### src/hw/rtl/gcr_pkg.sv
`timescale 1ns / 1ps

package gcr_pkg;

    // group mode codes
    typedef enum logic [1:0] {
        MODE_FIRST    = 2'd0,
        MODE_DATA     = 2'd1,
        MODE_FINAL    = 2'd2,
        MODE_CHECKSUM = 2'd3
    } mode_t;

    localparam logic [7:0] FINAL_FILL_CODE = 8'h96;
    localparam logic [7:0] EPI_FIRST       = 8'hDE;
    localparam logic [7:0] EPI_SECOND      = 8'hAA;
    localparam logic [7:0] TABLE_BASE      = 8'h90;
    localparam int         TABLE_DEPTH     = 112;

    // index of the last result of a group
    typedef logic [1:0] res_idx_t;

    localparam res_idx_t IDX_TWO   = 2'd1;
    localparam res_idx_t IDX_THREE = 2'd2;
    localparam res_idx_t IDX_ONE   = 2'd0;

    // one decoded group, as handed to the output buffer
    typedef struct packed {
        logic [2:0][7:0] data;
        res_idx_t        last_idx;
        logic            status;
        logic            good;
    } group_t;

    // inverse code table for disk bytes 0x90..0xFF
    localparam logic [5:0] INV_TABLE [0:TABLE_DEPTH-1] = '{
        6'h00, 6'h00, 6'h00, 6'h00, 6'h00, 6'h00, 6'h00, 6'h01,
        6'h00, 6'h00, 6'h02, 6'h03, 6'h00, 6'h04, 6'h05, 6'h06,
        6'h00, 6'h00, 6'h00, 6'h00, 6'h00, 6'h00, 6'h07, 6'h08,
        6'h00, 6'h00, 6'h00, 6'h09, 6'h0a, 6'h0b, 6'h0c, 6'h0d,
        6'h00, 6'h00, 6'h0e, 6'h0f, 6'h10, 6'h11, 6'h12, 6'h13,
        6'h00, 6'h14, 6'h15, 6'h16, 6'h17, 6'h18, 6'h19, 6'h1a,
        6'h00, 6'h00, 6'h00, 6'h00, 6'h00, 6'h00, 6'h00, 6'h00,
        6'h00, 6'h00, 6'h00, 6'h1b, 6'h00, 6'h1c, 6'h1d, 6'h1e,
        6'h00, 6'h00, 6'h00, 6'h1f, 6'h00, 6'h00, 6'h20, 6'h21,
        6'h00, 6'h22, 6'h23, 6'h24, 6'h25, 6'h26, 6'h27, 6'h28,
        6'h00, 6'h00, 6'h00, 6'h00, 6'h00, 6'h29, 6'h2a, 6'h2b,
        6'h00, 6'h2c, 6'h2d, 6'h2e, 6'h2f, 6'h30, 6'h31, 6'h32,
        6'h00, 6'h00, 6'h33, 6'h34, 6'h35, 6'h36, 6'h37, 6'h38,
        6'h00, 6'h39, 6'h3a, 6'h3b, 6'h3c, 6'h3d, 6'h3e, 6'h3f
    };

    // disk byte to 6-bit value, invalid codes give zero
    function automatic logic [5:0] six_of(input logic [7:0] code);
        logic [7:0] offs;
        offs = code - TABLE_BASE;
        if (code < TABLE_BASE) begin
            return 6'h00;
        end
        return INV_TABLE[offs[6:0]];
    endfunction

endpackage

### src/hw/rtl/gcr_dec_unit.sv
`timescale 1ns / 1ps

module gcr_dec_unit
    import gcr_pkg::*;
(
    input  mode_t      mode,
    input  logic [7:0] nib_a,
    input  logic [7:0] nib_b,
    input  logic [7:0] nib_c,
    input  logic [7:0] nib_d,
    input  logic [7:0] epilogue_first,
    input  logic [7:0] epilogue_second,
    input  logic [7:0] sum_first,
    input  logic [7:0] sum_second,
    input  logic [7:0] sum_rotating,
    output group_t     group,
    output logic [7:0] sum_first_next,
    output logic [7:0] sum_second_next,
    output logic [7:0] sum_rotating_next
);

    logic [7:0] fourth;
    logic [5:0] hi, lo_b, lo_c, lo_d;
    logic [7:0] x, y, z;
    logic [7:0] sf, ss, sr, rot;
    logic [7:0] va, vb, vc;
    logic [8:0] sa, sb;
    logic       good;

    // split the group into three raw bytes
    assign fourth = (mode == MODE_FINAL) ? FINAL_FILL_CODE : nib_d;
    assign hi     = six_of(nib_a);
    assign lo_b   = six_of(nib_b);
    assign lo_c   = six_of(nib_c);
    assign lo_d   = six_of(fourth);
    assign x      = {hi[5:4], lo_b};
    assign y      = {hi[3:2], lo_c};
    assign z      = {hi[1:0], lo_d};

    // a first group starts from cleared sums
    assign sf = (mode == MODE_FIRST) ? 8'h00 : sum_first;
    assign ss = (mode == MODE_FIRST) ? 8'h00 : sum_second;
    assign sr = (mode == MODE_FIRST) ? 8'h00 : sum_rotating;

    // descramble against the running checksum
    assign rot = {sr[6:0], sr[7]};
    assign va  = x ^ rot;
    assign sa  = {1'b0, sf} + {1'b0, va} + {8'h00, rot[0]};
    assign vb  = y ^ sa[7:0];
    assign sb  = {1'b0, ss} + {1'b0, vb} + {8'h00, sa[8]};
    assign vc  = z ^ sb[7:0];

    // checksum group verdict
    assign good = (x == sum_first) && (y == sum_second) && (z == sum_rotating)
               && (epilogue_first == EPI_FIRST) && (epilogue_second == EPI_SECOND);

    always_comb begin
        group             = '0;
        sum_first_next    = sa[7:0];
        sum_second_next   = sb[7:0];
        sum_rotating_next = rot + vc + {7'h00, sb[8]};
        case (mode)
            MODE_CHECKSUM: begin
                group.status      = 1'b1;
                group.good        = good;
                group.last_idx    = IDX_ONE;
                sum_first_next    = sum_first;
                sum_second_next   = sum_second;
                sum_rotating_next = sum_rotating;
            end
            MODE_FINAL: begin
                group.data[0]     = va;
                group.data[1]     = vb;
                group.last_idx    = IDX_TWO;
                sum_rotating_next = rot;
            end
            default: begin
                group.data[0]  = va;
                group.data[1]  = vb;
                group.data[2]  = vc;
                group.last_idx = IDX_THREE;
            end
        endcase
    end

endmodule

### src/hw/rtl/gcr_out_buf.sv
`timescale 1ns / 1ps

module gcr_out_buf
    import gcr_pkg::*;
(
    input  logic        aclk,
    input  logic        aresetn,
    input  logic        load,
    input  group_t      group,
    output logic        free,
    output logic        m_tvalid,
    input  logic        m_tready,
    output logic [15:0] m_tdata,
    output logic        m_tlast,
    output logic        m_tuser
);

    group_t   group_reg;
    logic     valid_reg, valid_next;
    res_idx_t idx_reg, idx_next;
    logic     at_last;
    logic     taken;

    assign at_last = (idx_reg == group_reg.last_idx);
    assign taken   = valid_reg && m_tready;
    // a new group may enter once the current last result is leaving
    assign free    = !valid_reg || (taken && at_last);

    // result index and occupancy
    always_comb begin
        valid_next = valid_reg;
        idx_next   = idx_reg;
        if (load) begin
            valid_next = 1'b1;
            idx_next   = IDX_ONE;
        end else if (taken) begin
            if (at_last) begin
                valid_next = 1'b0;
            end else begin
                idx_next = idx_reg + 2'd1;
            end
        end
    end

    always_ff @(posedge aclk) begin
        if (!aresetn) begin
            valid_reg <= 1'b0;
            idx_reg   <= IDX_ONE;
        end else begin
            valid_reg <= valid_next;
            idx_reg   <= idx_next;
        end
    end

    // group payload
    always_ff @(posedge aclk) begin
        if (load) begin
            group_reg <= group;
        end
    end

    // result transaction
    assign m_tvalid = valid_reg;
    assign m_tdata  = {7'h00, group_reg.good,
                       (idx_reg == IDX_THREE) ? group_reg.data[2] :
                       (idx_reg == IDX_TWO)   ? group_reg.data[1] : group_reg.data[0]};
    assign m_tlast  = at_last;
    assign m_tuser  = group_reg.status;

endmodule

### src/hw/rtl/gcr_sector_data_field_decoder.sv
`timescale 1ns / 1ps
// channel   direction  payload
// s_        in         tdata: nib_a, nib_b, nib_c, nib_d, epilogue_first, epilogue_second
//                      tuser: mode
// m_        out        tdata: data_byte, sector_good; tuser: is_status; tlast: last
//
// a group is decoded in the cycle it is accepted and held in an output register
// results leave one per cycle while m_tready is high: three per data group, two for a final group,
// one for a checksum group; apart from m_tready stalls, the output register is the only rate limit
// the next group is accepted in the cycle the previous group's last result is taken
// reset clears the running sums and empties the output register
// a stall on m_tready holds the current result and holds s_tready low

module gcr_sector_data_field_decoder
    import gcr_pkg::*;
(
    input  logic        aclk,
    input  logic        aresetn,
    input  logic        s_tvalid,
    output logic        s_tready,
    input  logic [47:0] s_tdata,   // nib_a, nib_b, nib_c, nib_d, epilogue_first, epilogue_second
    input  logic [1:0]  s_tuser,   // mode
    output logic        m_tvalid,
    input  logic        m_tready,
    output logic [15:0] m_tdata,   // data_byte, sector_good, zero fill
    output logic        m_tlast,
    output logic        m_tuser    // is_status
);

    logic [7:0] sum_first_reg, sum_first_next;
    logic [7:0] sum_second_reg, sum_second_next;
    logic [7:0] sum_rotating_reg, sum_rotating_next;
    group_t     group;
    logic       free;
    logic       s_fire;

    assign s_tready = free;
    assign s_fire   = s_tvalid && free;

    // decode and checksum update
    gcr_dec_unit u_dec (
        .mode              (mode_t'(s_tuser)),
        .nib_a             (s_tdata[7:0]),
        .nib_b             (s_tdata[15:8]),
        .nib_c             (s_tdata[23:16]),
        .nib_d             (s_tdata[31:24]),
        .epilogue_first    (s_tdata[39:32]),
        .epilogue_second   (s_tdata[47:40]),
        .sum_first         (sum_first_reg),
        .sum_second        (sum_second_reg),
        .sum_rotating      (sum_rotating_reg),
        .group             (group),
        .sum_first_next    (sum_first_next),
        .sum_second_next   (sum_second_next),
        .sum_rotating_next (sum_rotating_next)
    );

    // running checksum
    always_ff @(posedge aclk) begin
        if (!aresetn) begin
            sum_first_reg    <= 8'h00;
            sum_second_reg   <= 8'h00;
            sum_rotating_reg <= 8'h00;
        end else if (s_fire) begin
            sum_first_reg    <= sum_first_next;
            sum_second_reg   <= sum_second_next;
            sum_rotating_reg <= sum_rotating_next;
        end
    end

    // result serializer
    gcr_out_buf u_out (
        .aclk     (aclk),
        .aresetn  (aresetn),
        .load     (s_fire),
        .group    (group),
        .free     (free),
        .m_tvalid (m_tvalid),
        .m_tready (m_tready),
        .m_tdata  (m_tdata),
        .m_tlast  (m_tlast),
        .m_tuser  (m_tuser)
    );

    // a status result is always a group's only result
    assert property (@(posedge aclk) disable iff (!aresetn)
        (m_tvalid && m_tuser) |-> (m_tlast && m_tdata[7:0] == 8'h00))
        else $error("status result not alone or carries data");

    // data results never claim a good sector
    assert property (@(posedge aclk) disable iff (!aresetn)
        (m_tvalid && !m_tuser) |-> !m_tdata[8])
        else $error("data result with sector_good set");

    // a checksum group leaves the sums untouched
    assert property (@(posedge aclk) disable iff (!aresetn)
        (s_tvalid && s_tready && s_tuser == MODE_CHECKSUM) |=>
        ($stable(sum_first_reg) && $stable(sum_second_reg) && $stable(sum_rotating_reg)))
        else $error("checksum group changed the running sums");

    // no input taken while a non-final result is pending
    assert property (@(posedge aclk) disable iff (!aresetn)
        (m_tvalid && !m_tlast) |-> !s_tready)
        else $error("input accepted before group was drained");

endmodule
### config.mk
export PLATFORM = sky130hd
export DESIGN_NAME = gcr_sector_data_field_decoder
export DESIGN_NICKNAME = d
export VERILOG_FILES = /design/src/hw/rtl/gcr_pkg.sv /design/src/hw/rtl/gcr_dec_unit.sv /design/src/hw/rtl/gcr_out_buf.sv /design/src/hw/rtl/gcr_sector_data_field_decoder.sv
export SDC_FILE = /design/constraint.sdc
export NUM_CORES = 1
export LEC_CHECK = 0
export ABC_AREA = 1
export BUFFER_PORTS_ARGS = -buffer_cell sky130_fd_sc_hd__buf_2
export CAP_MARGIN = 20
export CORE_MARGIN = 4
export CORE_UTILIZATION = 40
export CTS_BUF_LIST = sky130_fd_sc_hd__clkbuf_4
export DETAILED_ROUTE_END_ITERATION = 16
export GPL_TIMING_DRIVEN = 0
export PLACE_DENSITY = 0.66
export SETUP_SLACK_MARGIN = 0.1
export SLEW_MARGIN = 10
export SYNTH_ARGS = -nofsm -noshare
export SYNTH_HDL_FRONTEND = slang
export SYNTH_HIERARCHICAL = 1
export SYNTH_SLANG_ARGS = --single-unit
### constraint.sdc
create_clock -name aclk -period 21.7 [get_ports aclk]
set_clock_uncertainty 0.15 [all_clocks]
set_input_delay 3.255 -clock aclk [delete_from_list [all_inputs] [get_ports aclk]]
set_output_delay 3.255 -clock aclk [all_outputs]
set_load 0.01 [all_outputs]
* After elaboration in Yosys (flattened, before gate mapping)
Memories as Yosys holds them, arrays and structs flattened. Index checks and enable logic that the tools add are counted.
Storage, ports and cells: flip-flop bits (word level) 55, ROM bits 3072, output and inout bits 20, memories kept 4
Cells by class: $add $sub $neg 11, order comparisons 8, equality and inequality tests 10, multiplexer cells 32, bitwise logic cells 10, reduce and logical (&&, ||, !) cells 17
Memories:
- (no name shown) | depth 128, bits a word 6, read ports 1, clocked after memory_dff 0, wr ports 0, RTL line gcr_pkg.sv:59 | return INV_TABLE[offs[6:0]];
- (no name shown) | depth 128, bits a word 6, read ports 1, clocked after memory_dff 0, wr ports 0, RTL line gcr_pkg.sv:59
- (no name shown) | depth 128, bits a word 6, read ports 1, clocked after memory_dff 0, wr ports 0, RTL line gcr_pkg.sv:59
- (no name shown) | depth 128, bits a word 6, read ports 1, clocked after memory_dff 0, wr ports 0, RTL line gcr_pkg.sv:59
Operators by type and width (number):
- $mux W6 | 16
- $mux W8 | 6
- $ge A8 B8 Y1 const B | 4
- $lt A8 B8 Y1 const B | 4
- $not A7 Y8 | 4
- $sub A7 B5 Y7 const B | 4
- $eq A8 B8 Y1 | 3
- $xor A8 B8 Y8 | 3
- $add A8 B8 Y9 | 2
- $add A9 B1 Y9 | 2
- $eq A8 B8 Y1 const B | 2
- $pmux W8 S2 | 1
- $add A8 B1 Y8 | 1
- $add A8 B8 Y8 | 1
- $logic_and A1 B1 Y1 | 7
- $mux W1 | 7
- $eq A2 B2 Y1 const B | 3
- $reduce_and A2 Y1 | 3
- $pmux W2 S2 | 1
- $reduce_bool A2 Y1 | 2
- $reduce_or A2 Y1 | 2
- $not A1 Y1 | 3
- $add A2 B1 Y2 const B | 1
- $eq A2 B1 Y1 const B | 1
- 5 further kinds | 5

* Logic depth before layout (Yosys ltp)
Gate-level depths: netlist of the first run.
depth after elaboration 16, depth in mapped cells 49, gate-level depth less buffers 48

* Hierarchy
Netlist of the first run, hierarchy kept.
Modules (own cells, without submodules):
- gcr_dec_unit | instances 1, cells each 1021, area each 5221.3 um^2
- gcr_out_buf | instances 1, cells each 108, area each 1291.2 um^2
- gcr_sector_data_field_decoder | instances 1, cells each 153, area each 988.4 um^2

* Worst setup path after synthesis of the first run
Ideal clock, no wire load.
path kind input -> register, from in s_tdata[12], to reg sum_rotating_reg[6], arrival time 8916 ps, path slack 12521 ps, stages on the path 41, path buffers 3, cells stage by stage buf_2 > inv_1 > buf_2 > ha_1 > buf_2 > clkinv_1 > a31oi_1 > nand2_1 > nand2_1 > nand2_1 > xnor2_1 > fa_1 > a21oi_1 > o21bai_1 > a21oi_1 > o21bai_1 > a21o_1 > a21oi_1 > [... 5 more ...] > o21ai_0 > nand2_1 > nand3_1 > nand2_1 > a21oi_1 > o21bai_1 > fa_1 > fa_1 > inv_1 > o31ai_1 > and2_1 > nor2_1 > nor2_1 > nor3_1 > nand3b_1 > o221ai_1 > nor2_1 > nor2_1
Between the ends: word-level cells in the longest chain between the ends 16, elaborated cells on any way between the ends 18
RTL lines:
- start: declaration | RTL line gcr_sector_data_field_decoder.sv:21 | input logic [47:0] s_tdata,
- $sub A7 B5 Y7 | RTL line gcr_pkg.sv:55 | offs = code - TABLE_BASE;
- $not A7 Y8 (implied by the code) | RTL line gcr_pkg.sv:59
- $mem_v2 Z128 W6
- $mux W6 (implied by the code) (2 in series) | RTL line gcr_pkg.sv:59
- $mux W6 * | RTL line gcr_pkg.sv:59
- $xor A8 B8 Y8 * | RTL line gcr_dec_unit.sv:47 | assign va = x ^ rot;
- $add A8 B8 Y9 * | RTL line gcr_dec_unit.sv:48 | assign sa = {1'b0, sf} + {1'b0, va} + {8'h00, rot[0]};
- $add A9 B1 Y9 * | RTL line gcr_dec_unit.sv:48
- $xor A8 B8 Y8 | RTL line gcr_dec_unit.sv:49 | assign vb = y ^ sa[7:0];
- $add A8 B8 Y9 | RTL line gcr_dec_unit.sv:50 | assign sb = {1'b0, ss} + {1'b0, vb} + {8'h00, sa[8]};
- $add A9 B1 Y9 * | RTL line gcr_dec_unit.sv:50
- $xor A8 B8 Y8 | RTL line gcr_dec_unit.sv:51 | assign vc = z ^ sb[7:0];
- $add A8 B8 Y8 | RTL line gcr_dec_unit.sv:61 | sum_rotating_next = rot + vc + {7'h00, sb[8]};
- $add A8 B1 Y8 * | RTL line gcr_dec_unit.sv:61
- $pmux W8 S2 * | RTL line gcr_dec_unit.sv:62 | case (mode)
- named net sum_rotating_next[6] | RTL line gcr_sector_data_field_decoder.sv:32 | logic [7:0] sum_rotating_reg, sum_rotating_next;
- end signal: assignment | RTL line gcr_sector_data_field_decoder.sv:67 | sum_rotating_reg <= sum_rotating_next;
- end: declaration | RTL line gcr_sector_data_field_decoder.sv:32
The timed path passes the listed nets; every way through them passes the cells marked *. The select of a mux whose other input is x is not followed. A chain may end at the register's enable or synchronous reset.

* Worst setup path after layout of the first run
Same ends and word-level chain as after synthesis.

==> metrics.md, run 1 <==
| Metric | Value |
|---|---|
| Status | `finished, final reports clean` |
| DRT Pass-1 Iters | `5` |
| Synth area leader | `nand2_1` |
| Post-CTS Setup Bufs | `0` |
| Max reg flops | `26` |
| FFs w/ async S/R, synth | `0%` |
| Setup CP Type | `input port to flop` |
| Synth area leaders | `nand2_1 18%, edfxtp_1 11%, inv_1 8.4%` |
| Setup TNS | `0 ns` |
| Area of the die | `21010 µm²` |
| Cell variety after synth | `48` |
| Non-Filler Instances | `approximately 1.6k` |
| Core outline area | `18210 µm²` |
| I/O Pins | `74` |
| Tot Pwr | `roughly 0.55 mW` |
| Leakage power | `roughly 4.3 nW` |
| Initial antenna violation count | `0` |
| EDFF count, synth | `28` |
| Hold WS | `0.3889 ns` |
| Detailed-route via count | `8386` |
| Fin crit period | `10.05 ns` |
| Critical path buffers and inverters | `8` |
| IO Port Bufs | `62` |
| CTS clk-pin slew, worst paths | `0.16 ns` |
| CTS Buf Count | `5` |
| Site row count | `49` |
| Initial core utilization | `41.19%` |
| Die Wd | `144.9 µm` |
| Vias in the first global route | `roughly 7.5k` |
| Period utilization | `46.32%` |
| TritonCTS clock tree | `done` |
| Slew @ Worst Pin | `approximately 0.63 ns` |
| YS warnings | `6` |
| Cell area after synthesis | `7501 µm²` |
| Critical Path RT | `21.89 ns` |
| Antenna viol nets, final | `0` |
| Fraction of layout cells with a size suffix above 1 | `11.18%` |
| Nets | `~1.5k` |
| Post-Place Cells | `between 1.5k and 2k` |
| Area Overhead vs Synth | `9.391%` |
| CP Capture Type | `flop` |
| Area after DPL | `8120 µm²` |
| Syn_area_per_cell | `around 5.9 µm²` |
| Commonest cells after routing, fill and taps aside | `356 x nand2_1, 168 x inv_1, 165 x nor2_1` |
| RePlAce Congestion | `between 0.9 and 1` |
| Commonest non-fill, non-tap cell in the layout | `nand2_1` |
| Setup Viol. Count Final | `0` |
| PnR worst setup slack | `11.65 ns` |
| Finished Cell Area | `8205 µm²` |
| Final Max Slew Viols | `0` |
| Synth top area share | `17.81%` |
| Final-report hold violation count | `0` |
| Post-cts sizing count | `0` |
| Fmax | `0.09950 GHz` |
| RSZ-0062 raised after global routing | `false` |
| Critical path's slowest cell | `fa_1` |
| Seq cells post-synth | `55` |
| WL final | `22920 µm` |
| Max_cap viols | `0` |
| Hold_buf cts | `0` |
| Clk_lat worst skew | `between 0.4 and 0.5 ns` |
| H-tree levels | `2` |
| Grt ovf | `0` |
| Post-Syn Instances | `around 1.3k` |
| Worst slack, placed | `11.38 ns` |
| # DRC | `0` |
| Worst hold start | `sum_first_reg[7]` |
| Post-DP HPWL | `roughly 18000 µm` |
| Startpoint types | `input port` |
| CP max stage delay | `0.48 ns` |
| Avg WL per Cell | `14.43 µm` |
| Worst Setup SP | `s_tdata[12]` |
| Most used cell, CP | `nand2_1` |
| Ant diodes | `0` |
| Worst vdd ir | `0.00002884 V` |
| Rel. slew slack | `57.98%` |
| Crit path DAT | `10.24 ns` |
| Worst path top cell family by delay | `adder cells` |
| Gr usage total | `21.03%` |
| Height of the die | `144.9 µm` |
| Clock Tree Buf Depth | `2` |
| Main synth FF type | `edfxtp_1` |
| Worst-path maximum fanout | `10` |
| Origin of the critical flop-to-flop path | `sum_rotating_reg[0]` |
| Final Util | `45.06%` |
| Sequential-to-total area share from yosys stat | `between 10% and 20%` |
| Vias/cell | `5.281` |
| Worst min-delay path class | `flop to flop` |
| Cell Pwr Density | `roughly 67 nW/µm²` |
| Iteration-0 DRC Markers | `730` |
| Largest net degree at the start of global routing | `31` |
| Clk sinks | `55` |
| Root Driver | `clkbuf_4` |
| First-pass GRT wire length | `37150 µm` |
tightest hold or removal path: cells and delay by family (launching register included):
family,cells,cell delay (ns)
flip-flops,1,0.35
AND/OR/NAND/NOR,3,0.12
buffers and inverters,1,0.05
area by class of cell:
cell class	count	area, µm²
Clock buffer	7	52.55
Multi-Input combinational cell	991	5116
Sequential cell	55	1381
Clock inverter	1	5.005
Buffer	52	310.3
Timing Repair Buffer	63	337.8
Fill cell	1961	10000
Tap cell	229	286.5
Inverter	190	715.7
power breakdown:
| part | switching (mW) | total [mW] | internal, mW |
|---|---|---|---|
| registers | 0.00929 | 0.141 | 0.131 |
| logic | 0.228 | 0.357 | 0.128 |
| clock network | 0.0342 | 0.0494 | 0.0152 |
final timing paths:
path	to	slack, ns	cells past startpoint
hold / removal	sum_first_reg[7]	0.39	4
setup / recovery	sum_rotating_reg[6]	11.65	41
hold reg to reg	sum_first_reg[7]	0.39	4
setup reg to reg	sum_rotating_reg[6]	15.22	33
kinds of logic (layout without fill, tap and decap cells):
logic type / Yosys count / after routing / share of synthesized area [%]
AO/OA/AOI/OAI: 210 / 210 / 15.66
XOR/XNOR: 34 / 34 / 4.070
adder cells (fa/ha/maj): 53 / 53 / 9.341
buffers and inverters: 242 / 313 / 13.68
flip-flops: 55 / 55 / 18.42
other: 1 / 7 / 0.04999
AND/OR/NAND/NOR: 687 / 687 / 38.78
synth_stat cells, types with 17 or more instances:
| cell | instances |
|---|---|
| a21oi_1 | 72 |
| buf_2 | 17 |
| dfxtp_1 | 27 |
| edfxtp_1 | 28 |
| ha_1 | 48 |
| inv_1 | 168 |
| nand2_1 | 356 |
| nand3_1 | 109 |
| nor2_1 | 165 |
| o21ai_0 | 79 |
| xor2_1 | 18 |
metal layers:
layer | wire (µm) | GRT usage, % | share of wire [%]
met5 | 0 | 0 | 0
met4 | 492 | 5.986 | 2.1
met3 | 1802 | 2.869 | 7.9
met2 | 10230 | 33.76 | 45
met1 | 10390 | 29.68 | 45
Note: power is estimated with default switching activity, not from simulation.
==> inputs of run 2 (changes only) <==
--- a/config.mk
+++ b/config.mk
@@ -5,7 +5,7 @@
 export SDC_FILE = /design/constraint.sdc
 export NUM_CORES = 1
 export LEC_CHECK = 0
-export ABC_AREA = 1
+export ABC_AREA = 0
 export BUFFER_PORTS_ARGS = -buffer_cell sky130_fd_sc_hd__buf_2
 export CAP_MARGIN = 20
 export CORE_MARGIN = 4
@@ -13,7 +13,7 @@
 export CTS_BUF_LIST = sky130_fd_sc_hd__clkbuf_4
 export DETAILED_ROUTE_END_ITERATION = 16
 export GPL_TIMING_DRIVEN = 0
-export PLACE_DENSITY = 0.66
+export PLACE_DENSITY = 0.65
 export SETUP_SLACK_MARGIN = 0.1
 export SLEW_MARGIN = 10
 export SYNTH_ARGS = -nofsm -noshare
==> constraint.sdc (replaced) <==
create_clock -name aclk -period 9.4 [get_ports aclk]
set_clock_uncertainty 0.15 [all_clocks]
set_input_delay 1.41 -clock aclk [delete_from_list [all_inputs] [get_ports aclk]]
set_output_delay 1.41 -clock aclk [all_outputs]
set_load 0.01 [all_outputs]
==> run 2 against run 1 <==
Die area rose by 9.8%. Hold slack got worse by 0.068 ns. Critical path depth fell by 2. Wire length rose by 13%. Critical path type unchanged. Highest routed layer unchanged. Critical endpoint unchanged.
==> metrics.md, run 2 <==
| Metric | Value |
|---|---|
| Setup TNS | `0 ns` |
| Clock power share | `9.1%` |
| Tot Pwr | `about 1.2 mW` |
| Max reg flops | `26` |
| Fmax | `0.1142 GHz` |
| CP max stage delay | `about 0.46 ns` |
| TritonCTS clock tree | `done` |
| Internal Power | `0.6178 mW` |
| RePlAce Congestion | `0.9419` |
| PnR worst setup slack | `0.6399 ns` |
| I/O Pins | `74` |
| Synth area leaders | `edfxtp_1 10%, ha_1 7.3%, dfxtp_1 6.5%` |
| Final-report hold violation count | `0` |
| Iteration-0 DRC Markers | `~1.1k` |
| YS warnings | `6` |
| Leakage power | `3.743 nW` |
| Net Sw Power | `0.5341 mW` |
| Startpoint types | `input port` |
| Setup CP Type | `input port to flop` |
| Vias/cell | `5.843` |
| Critical path buffers and inverters | `9` |
| Clk_lat worst skew | `0.39 ns` |
| Top-count cell post-synth | `nand2_1` |
| Sw Ratio | `46.37%` |
| FFs w/ async S/R, synth | `0%` |
| Synth area leader | `edfxtp_1` |
| Synth top area share | `10.16%` |
| H-tree levels | `2` |
| Worst vdd ir | `0.00005770 V` |
| Sequential-to-total area share from yosys stat | `16.69%` |
| Commonest cells after routing, fill and taps aside | `144 x nand2_1, 88 x buf_2, 77 x nor2_1` |
| Detailed-route via count | `between 8k and 9k` |
| Setup Viol. Count Final | `0` |
| Clk sinks | `55` |
| Root Driver | `clkbuf_4` |
| Grt ovf | `0` |
| CP Capture Type | `flop` |
| Area of the die | `23060 µm²` |
| Area Overhead vs Synth | `10.13%` |
| Area after DPL | `8927 µm²` |
| Avg WL per Cell | `17.46 µm` |
| Non-Filler Instances | `1479` |
| Cell area after synthesis | `8277 µm²` |
| Syn_area_per_cell | `7.325 µm²` |
| Area taken by multi-input logic gates | `approximately 6300 µm²` |
| Antenna viol nets, final | `0` |
| Site row count | `52` |
| Critical Path RT | `9.58 ns` |
| Fraction of layout cells with a size suffix above 1 | `15.31%` |
| Main synth FF type | `edfxtp_1` |
| Final Max Slew Viols | `0` |
| Clock Tree Buf Depth | `2` |
| Worst slack, placed | `-0.4706 ns` |
| CTS Buf Count | `5` |
| Fin crit period | `8.760 ns` |
| Slew @ Worst Pin | `0.9765 ns` |
| First-pass GRT wire length | `a little over 40000 µm` |
| Post-Syn Instances | `1130` |
| Rel. slew slack | `between 30% and 40%` |
| Core outline area | `20300 µm²` |
| Vias in the first global route | `roughly 7.8k` |
| Initial core utilization | `40.77%` |
| Final Util | `between 40% and 50%` |
| List of most frequent post-synthesis cells | `144 x nand2_1, 77 x nor2_1, 70 x o21ai_0` |
| CTS clk-pin slew, worst paths | `0.15 ns` |
| Worst-path maximum fanout | `10` |
| Initial antenna violation count | `1` |
| Gr usage total | `between 20% and 30%` |
| Cell Pwr Density | `126.4 nW/µm²` |
| DRT Pass-1 Iters | `5` |
| Fill count | `between 2k and 2.5k` |
| Sequential cell fraction of total power | `28.4%` |
| Post-Place Cells | `about 1.5k` |
| Status | `finished, final reports clean` |
| Height of the die | `around 150 µm` |
| Nets | `1314` |
| Finished Cell Area | `9115 µm²` |
| Worst path top cell family by delay | `compound AO/OA/AOI/OAI gates` |
| Reg area | `1381 µm²` |
| Commonest non-fill, non-tap cell in the layout | `nand2_1` |
| Hold WS | `0.3206 ns` |
| Period utilization | `between 90 and 100%` |
| Post-DP HPWL | `about 21000 µm` |
| Cell variety after synth | `96` |
| Max_cap viols | `0` |
| WL final | `roughly 26000 µm` |
| Comb pwr share | `between 60% and 70%` |
| # DRC | `0` |
| Crit path DAT | `8.94 ns` |
| Most used cell, CP | `fa_1` |
| Seq cells post-synth | `55` |
| Die Wd | `around 150 µm` |
| EDFF count, synth | `28` |
| Worst min-delay path class | `flop to flop` |
| RSZ-0062 raised after global routing | `false` |
| IO Port Bufs | `58` |
| Critical path's slowest cell | `fa_1` |
| Largest net degree at the start of global routing | `41` |
==> run 2: path summary, 6_finish.rpt <==
path	start	endpoint	slack, ns	cells after the start
min	sum_rotating_reg[0]	sum_rotating_reg[0]	0.32	2
max reg2reg	sum_rotating_reg[0]	sum_rotating_reg[6]	2.79	31
min reg2reg	sum_rotating_reg[0]	sum_rotating_reg[0]	0.32	2
max	s_tdata[12]	sum_rotating_reg[6]	0.64	39
==> run 2: area by class of cell <==
cell class / count / share of cell area (%)
Clock buffer: 6 / 0.4942
Inverter: 46 / 1.894
Multi-Input combinational cell: 941 / 68.88
Buffer: 94 / 6.026
Tap cell: 270 / 3.706
Sequential cell: 55 / 15.15
Clock inverter: 2 / 0.1373
Timing Repair Buffer: 64 / 3.679
Antenna cell: 1 / 0.02745
==> run 2: what timing repair did <==
| action | 4_1_cts | 5_1_grt |
|---|---|---|
| resized for setup | 1 | 16 |
| setup endpoints to repair | 2 | 4 |
| hold buffers | 0 | 0 |
| pin swaps | 0 | 2 |
| setup buffers | 0 | 6 |
==> run 2: cell families after synthesis <==
logic type / Yosys count / synth area share (%)
AND/OR/NAND/NOR: 466 / 28.78
buffers and inverters: 140 / 8.662
XOR/XNOR: 62 / 6.561
adder cells (fa/ha/maj): 54 / 8.587
AO/OA/AOI/OAI: 313 / 25.91
multiplexers: 39 / 4.762
flip-flops: 55 / 16.69
other: 1 / 0.04531
==> run 2: routing by layer <==
metal	vias up	track usage, %	wire length [µm]
met5	-	0	0
met4	0	7.149	891
met3	64	2.531	1866
met2	340	33.19	11620
met1	4018	30.65	11440
li1	4220	-	-
==> run 2: worst register-to-register path: cells and delay by family, from the launching register on <==
family | cells | cell delay (ns)
buffers and inverters | 3 | 0.57
AO/OA/AOI/OAI | 16 | 2.69
flip-flops | 1 | 0.35
adder cells (fa/ha/maj) | 5 | 1.95
XOR/XNOR | 2 | 0.35
AND/OR/NAND/NOR | 5 | 0.50
==> run 2: power by group through the flow <==
stage | clock, mW | sequential, mW | combinational [mW]
6_report | 0.105 | 0.327 | 0.720
3_3_place_gp | 0 | 0.331 | 0.688
5_1_grt | 0.119 | 0.331 | 0.792
2_1_floorplan | 0 | 0.320 | 0.524
3_5_place_dp | 0 | 0.332 | 0.691
4_1_cts | 0.110 | 0.326 | 0.698
==> inputs of run 3 (changes only) <==
--- a/config.mk
+++ b/config.mk
@@ -8,12 +8,15 @@
 export ABC_AREA = 0
 export BUFFER_PORTS_ARGS = -buffer_cell sky130_fd_sc_hd__buf_2
 export CAP_MARGIN = 20
+export CELL_PAD_IN_SITES_DETAIL_PLACEMENT = 1
+export CELL_PAD_IN_SITES_GLOBAL_PLACEMENT = 2
+export CORE_ASPECT_RATIO = 0.5
 export CORE_MARGIN = 4
-export CORE_UTILIZATION = 40
+export CORE_UTILIZATION = 36
 export CTS_BUF_LIST = sky130_fd_sc_hd__clkbuf_4
 export DETAILED_ROUTE_END_ITERATION = 16
 export GPL_TIMING_DRIVEN = 0
-export PLACE_DENSITY = 0.65
+export PLACE_DENSITY = 0.91
 export SETUP_SLACK_MARGIN = 0.1
 export SLEW_MARGIN = 10
 export SYNTH_ARGS = -nofsm -noshare
==> run 3 against run 2 <==
Sequential share of layout area is 0.054 points lower. Global-route usage increased by 2.5 points. Via count is 2.5% higher. Die area up 11%. Hold slack gained 0.0094 ns.
==> metrics.md, run 3 (synthesis gave the netlist of run 2 again) <==
| Metric | Value |
|---|---|
| Status | `finished, final reports clean` |
| Most Crowded Layer GR | `met2` |
| CTS clk-pin slew, worst paths | `0.18 ns` |
| Rel. slew slack | `45.14%` |
| Area Overhead vs Synth | `10.52%` |
| Height of the die | `115.2 µm` |
| Final Max Slew Viols | `0` |
| WL final | `31350 µm` |
| Leakage power | `3.747 nW` |
| Clk sinks | `55` |
| Hold_buf cts | `0` |
| Vias in the first global route | `8787` |
| PnR worst setup slack | `around 0.5 ns` |
| Antenna viol nets, final | `0` |
| Critical path's slowest cell | `fa_1` |
| Max reg flops | `26` |
| Sw Ratio | `47.96%` |
| Net Sw Power | `approximately 0.60 mW` |
| Non-Filler Instances | `1506` |
| I/O Pins | `74` |
| Largest net degree at the start of global routing | `41` |
| Hold WS | `0.3300 ns` |
| Post-DP HPWL | `25280 µm` |
| Iteration-0 DRC Markers | `721` |
| Setup CP Type | `input port to flop` |
| First-pass GRT wire length | `49820 µm` |
| Tot Pwr | `1.241 mW` |
| Detailed-route via count | `8854` |
| Worst-path maximum fanout | `10` |
| IO Port Bufs | `58` |
| Post-Place Cells | `1494` |
| Setup Viol. Count Final | `0` |
| Clk_lat worst skew | `0.43 ns` |
| Avg WL per Cell | `20.82 µm` |
| Grt met1 use | `35.80%` |
| Gr usage total | `23.86%` |
| Commonest non-fill, non-tap cell in the layout | `nand2_1` |
| Site row count | `38` |
| Die Wd | `between 200 and 250 µm` |
| CTS Buf Count | `5` |
| Internal Power | `around 0.65 mW` |
| H-tree levels | `2` |
| Crit path DAT | `~9.1 ns` |
| CP max stage delay | `0.48 ns` |
| # DRC | `0` |
| RePlAce Congestion | `0.9261` |
| Critical Path RT | `9.63 ns` |
| Clock power share | `11.3%` |
| Commonest cells after routing, fill and taps aside | `144 x nand2_1, 88 x buf_2, 77 x nor2_1` |
| TritonCTS clock tree | `done` |
| Fmax | `0.1123 GHz` |
| Global Route met2 Usage | `37.75%` |
| Vias/cell | `a little under 6` |
| Comb pwr share | `62.0%` |
| Area of the die | `25630 µm²` |
| Worst min-delay path class | `flop to flop` |
| Initial core utilization | `37.44%` |
| Fin crit period | `8.906 ns` |
| Cell Pwr Density | `between 100 and 150 nW/µm²` |
| Grt ovf | `0` |
| Final-report hold violation count | `0` |
| Core outline area | `22110 µm²` |
| Fraction of layout cells with a size suffix above 1 | `15.10%` |
| Worst vdd ir | `0.00005467 V` |
| Sequential cell fraction of total power | `26.6%` |
| Startpoint types | `input port` |
| Initial antenna violation count | `0` |
| DRT Pass-1 Iters | `5` |
| RSZ-0062 raised after global routing | `false` |
| Max_cap viols | `0` |
| Worst slack, placed | `-0.4614 ns` |
| Slew @ Worst Pin | `between 0.8 and 0.9 ns` |
| Met3 usage | `2.423%` |
| Root Driver | `clkbuf_4` |
| Clock Tree Buf Depth | `2` |
| Period utilization | `94.74%` |
| CP Capture Type | `flop` |
| Nets | `~1.3k` |
## run 3: changes by cell type in the layout (fill, tap and decap cells not counted), sizes merged
cell	previous run	this run
clkinv	3	4
bufinv	0	1
clkinvlp	2	0
clkbuf	41	40
inv	43	44
buf	123	120
## run 3: final timing paths
path	start	endpoint	slack, ns	cells after the start
min	sum_rotating_reg[1]	sum_rotating_reg[1]	0.33	2
max reg2reg	sum_rotating_reg[0]	sum_rotating_reg[7]	2.70	30
max	s_tdata[12]	sum_rotating_reg[7]	0.49	38
min reg2reg	sum_rotating_reg[1]	sum_rotating_reg[1]	0.33	2
## run 3: cell type report
class,instances,area [µm²]
Clock inverter,3,42.54
Multi-Input combinational cell,941,6274
Clock buffer,5,37.54
Tap cell,300,375.4
Inverter,46,172.7
Buffer,94,549.3
Sequential cell,55,1381
Antenna cell,1,2.502
Fill cell,2838,12960
Timing Repair Buffer,61,312.8
## run 3: routing by layer
layer  vias to the layer above  routed length [µm]
met1                      4361               15720
met4                         0                 431
met2                       262               13450
li1                       4201                   -
met3                        30                1754
met5                         -                   0
## run 3: repair_timing
action	4_1_cts	5_1_grt
pin swaps	0	1
setup endpoints to repair	2	4
buffers inserted	0	3
gates resized for setup	1	14
cloned	0	0
## run 3: power by group through the flow
stage	combinational [mW]	sequential, mW	clock, mW
final	0.770	0.330	0.141
after global routing	0.836	0.335	0.152
after CTS	0.744	0.330	0.144
after detailed placement	0.737	0.336	0
after global placement	0.718	0.333	0
after floorplan	0.524	0.320	0
## run 3: critical path, delay by kind of cell
family                   cells  cell delay, ns
adder cells (fa/ha/maj)      5            1.86
AND/OR/NAND/NOR              2            0.44
AO/OA/AOI/OAI               19            3.34
buffers and inverters        9            1.49
XOR/XNOR                     3            0.56
## run 3: per-stage QoR
step,utilization (%),TNS (ns),area [µm²]
after floorplan,-,0,8299
final,41.38,0,9148
after CTS,40.95,0,9052
after global routing,41.36,0,9145
after detailed placement,40.55,-0.9783,8965
after global placement,40.55,-0.5207,8965
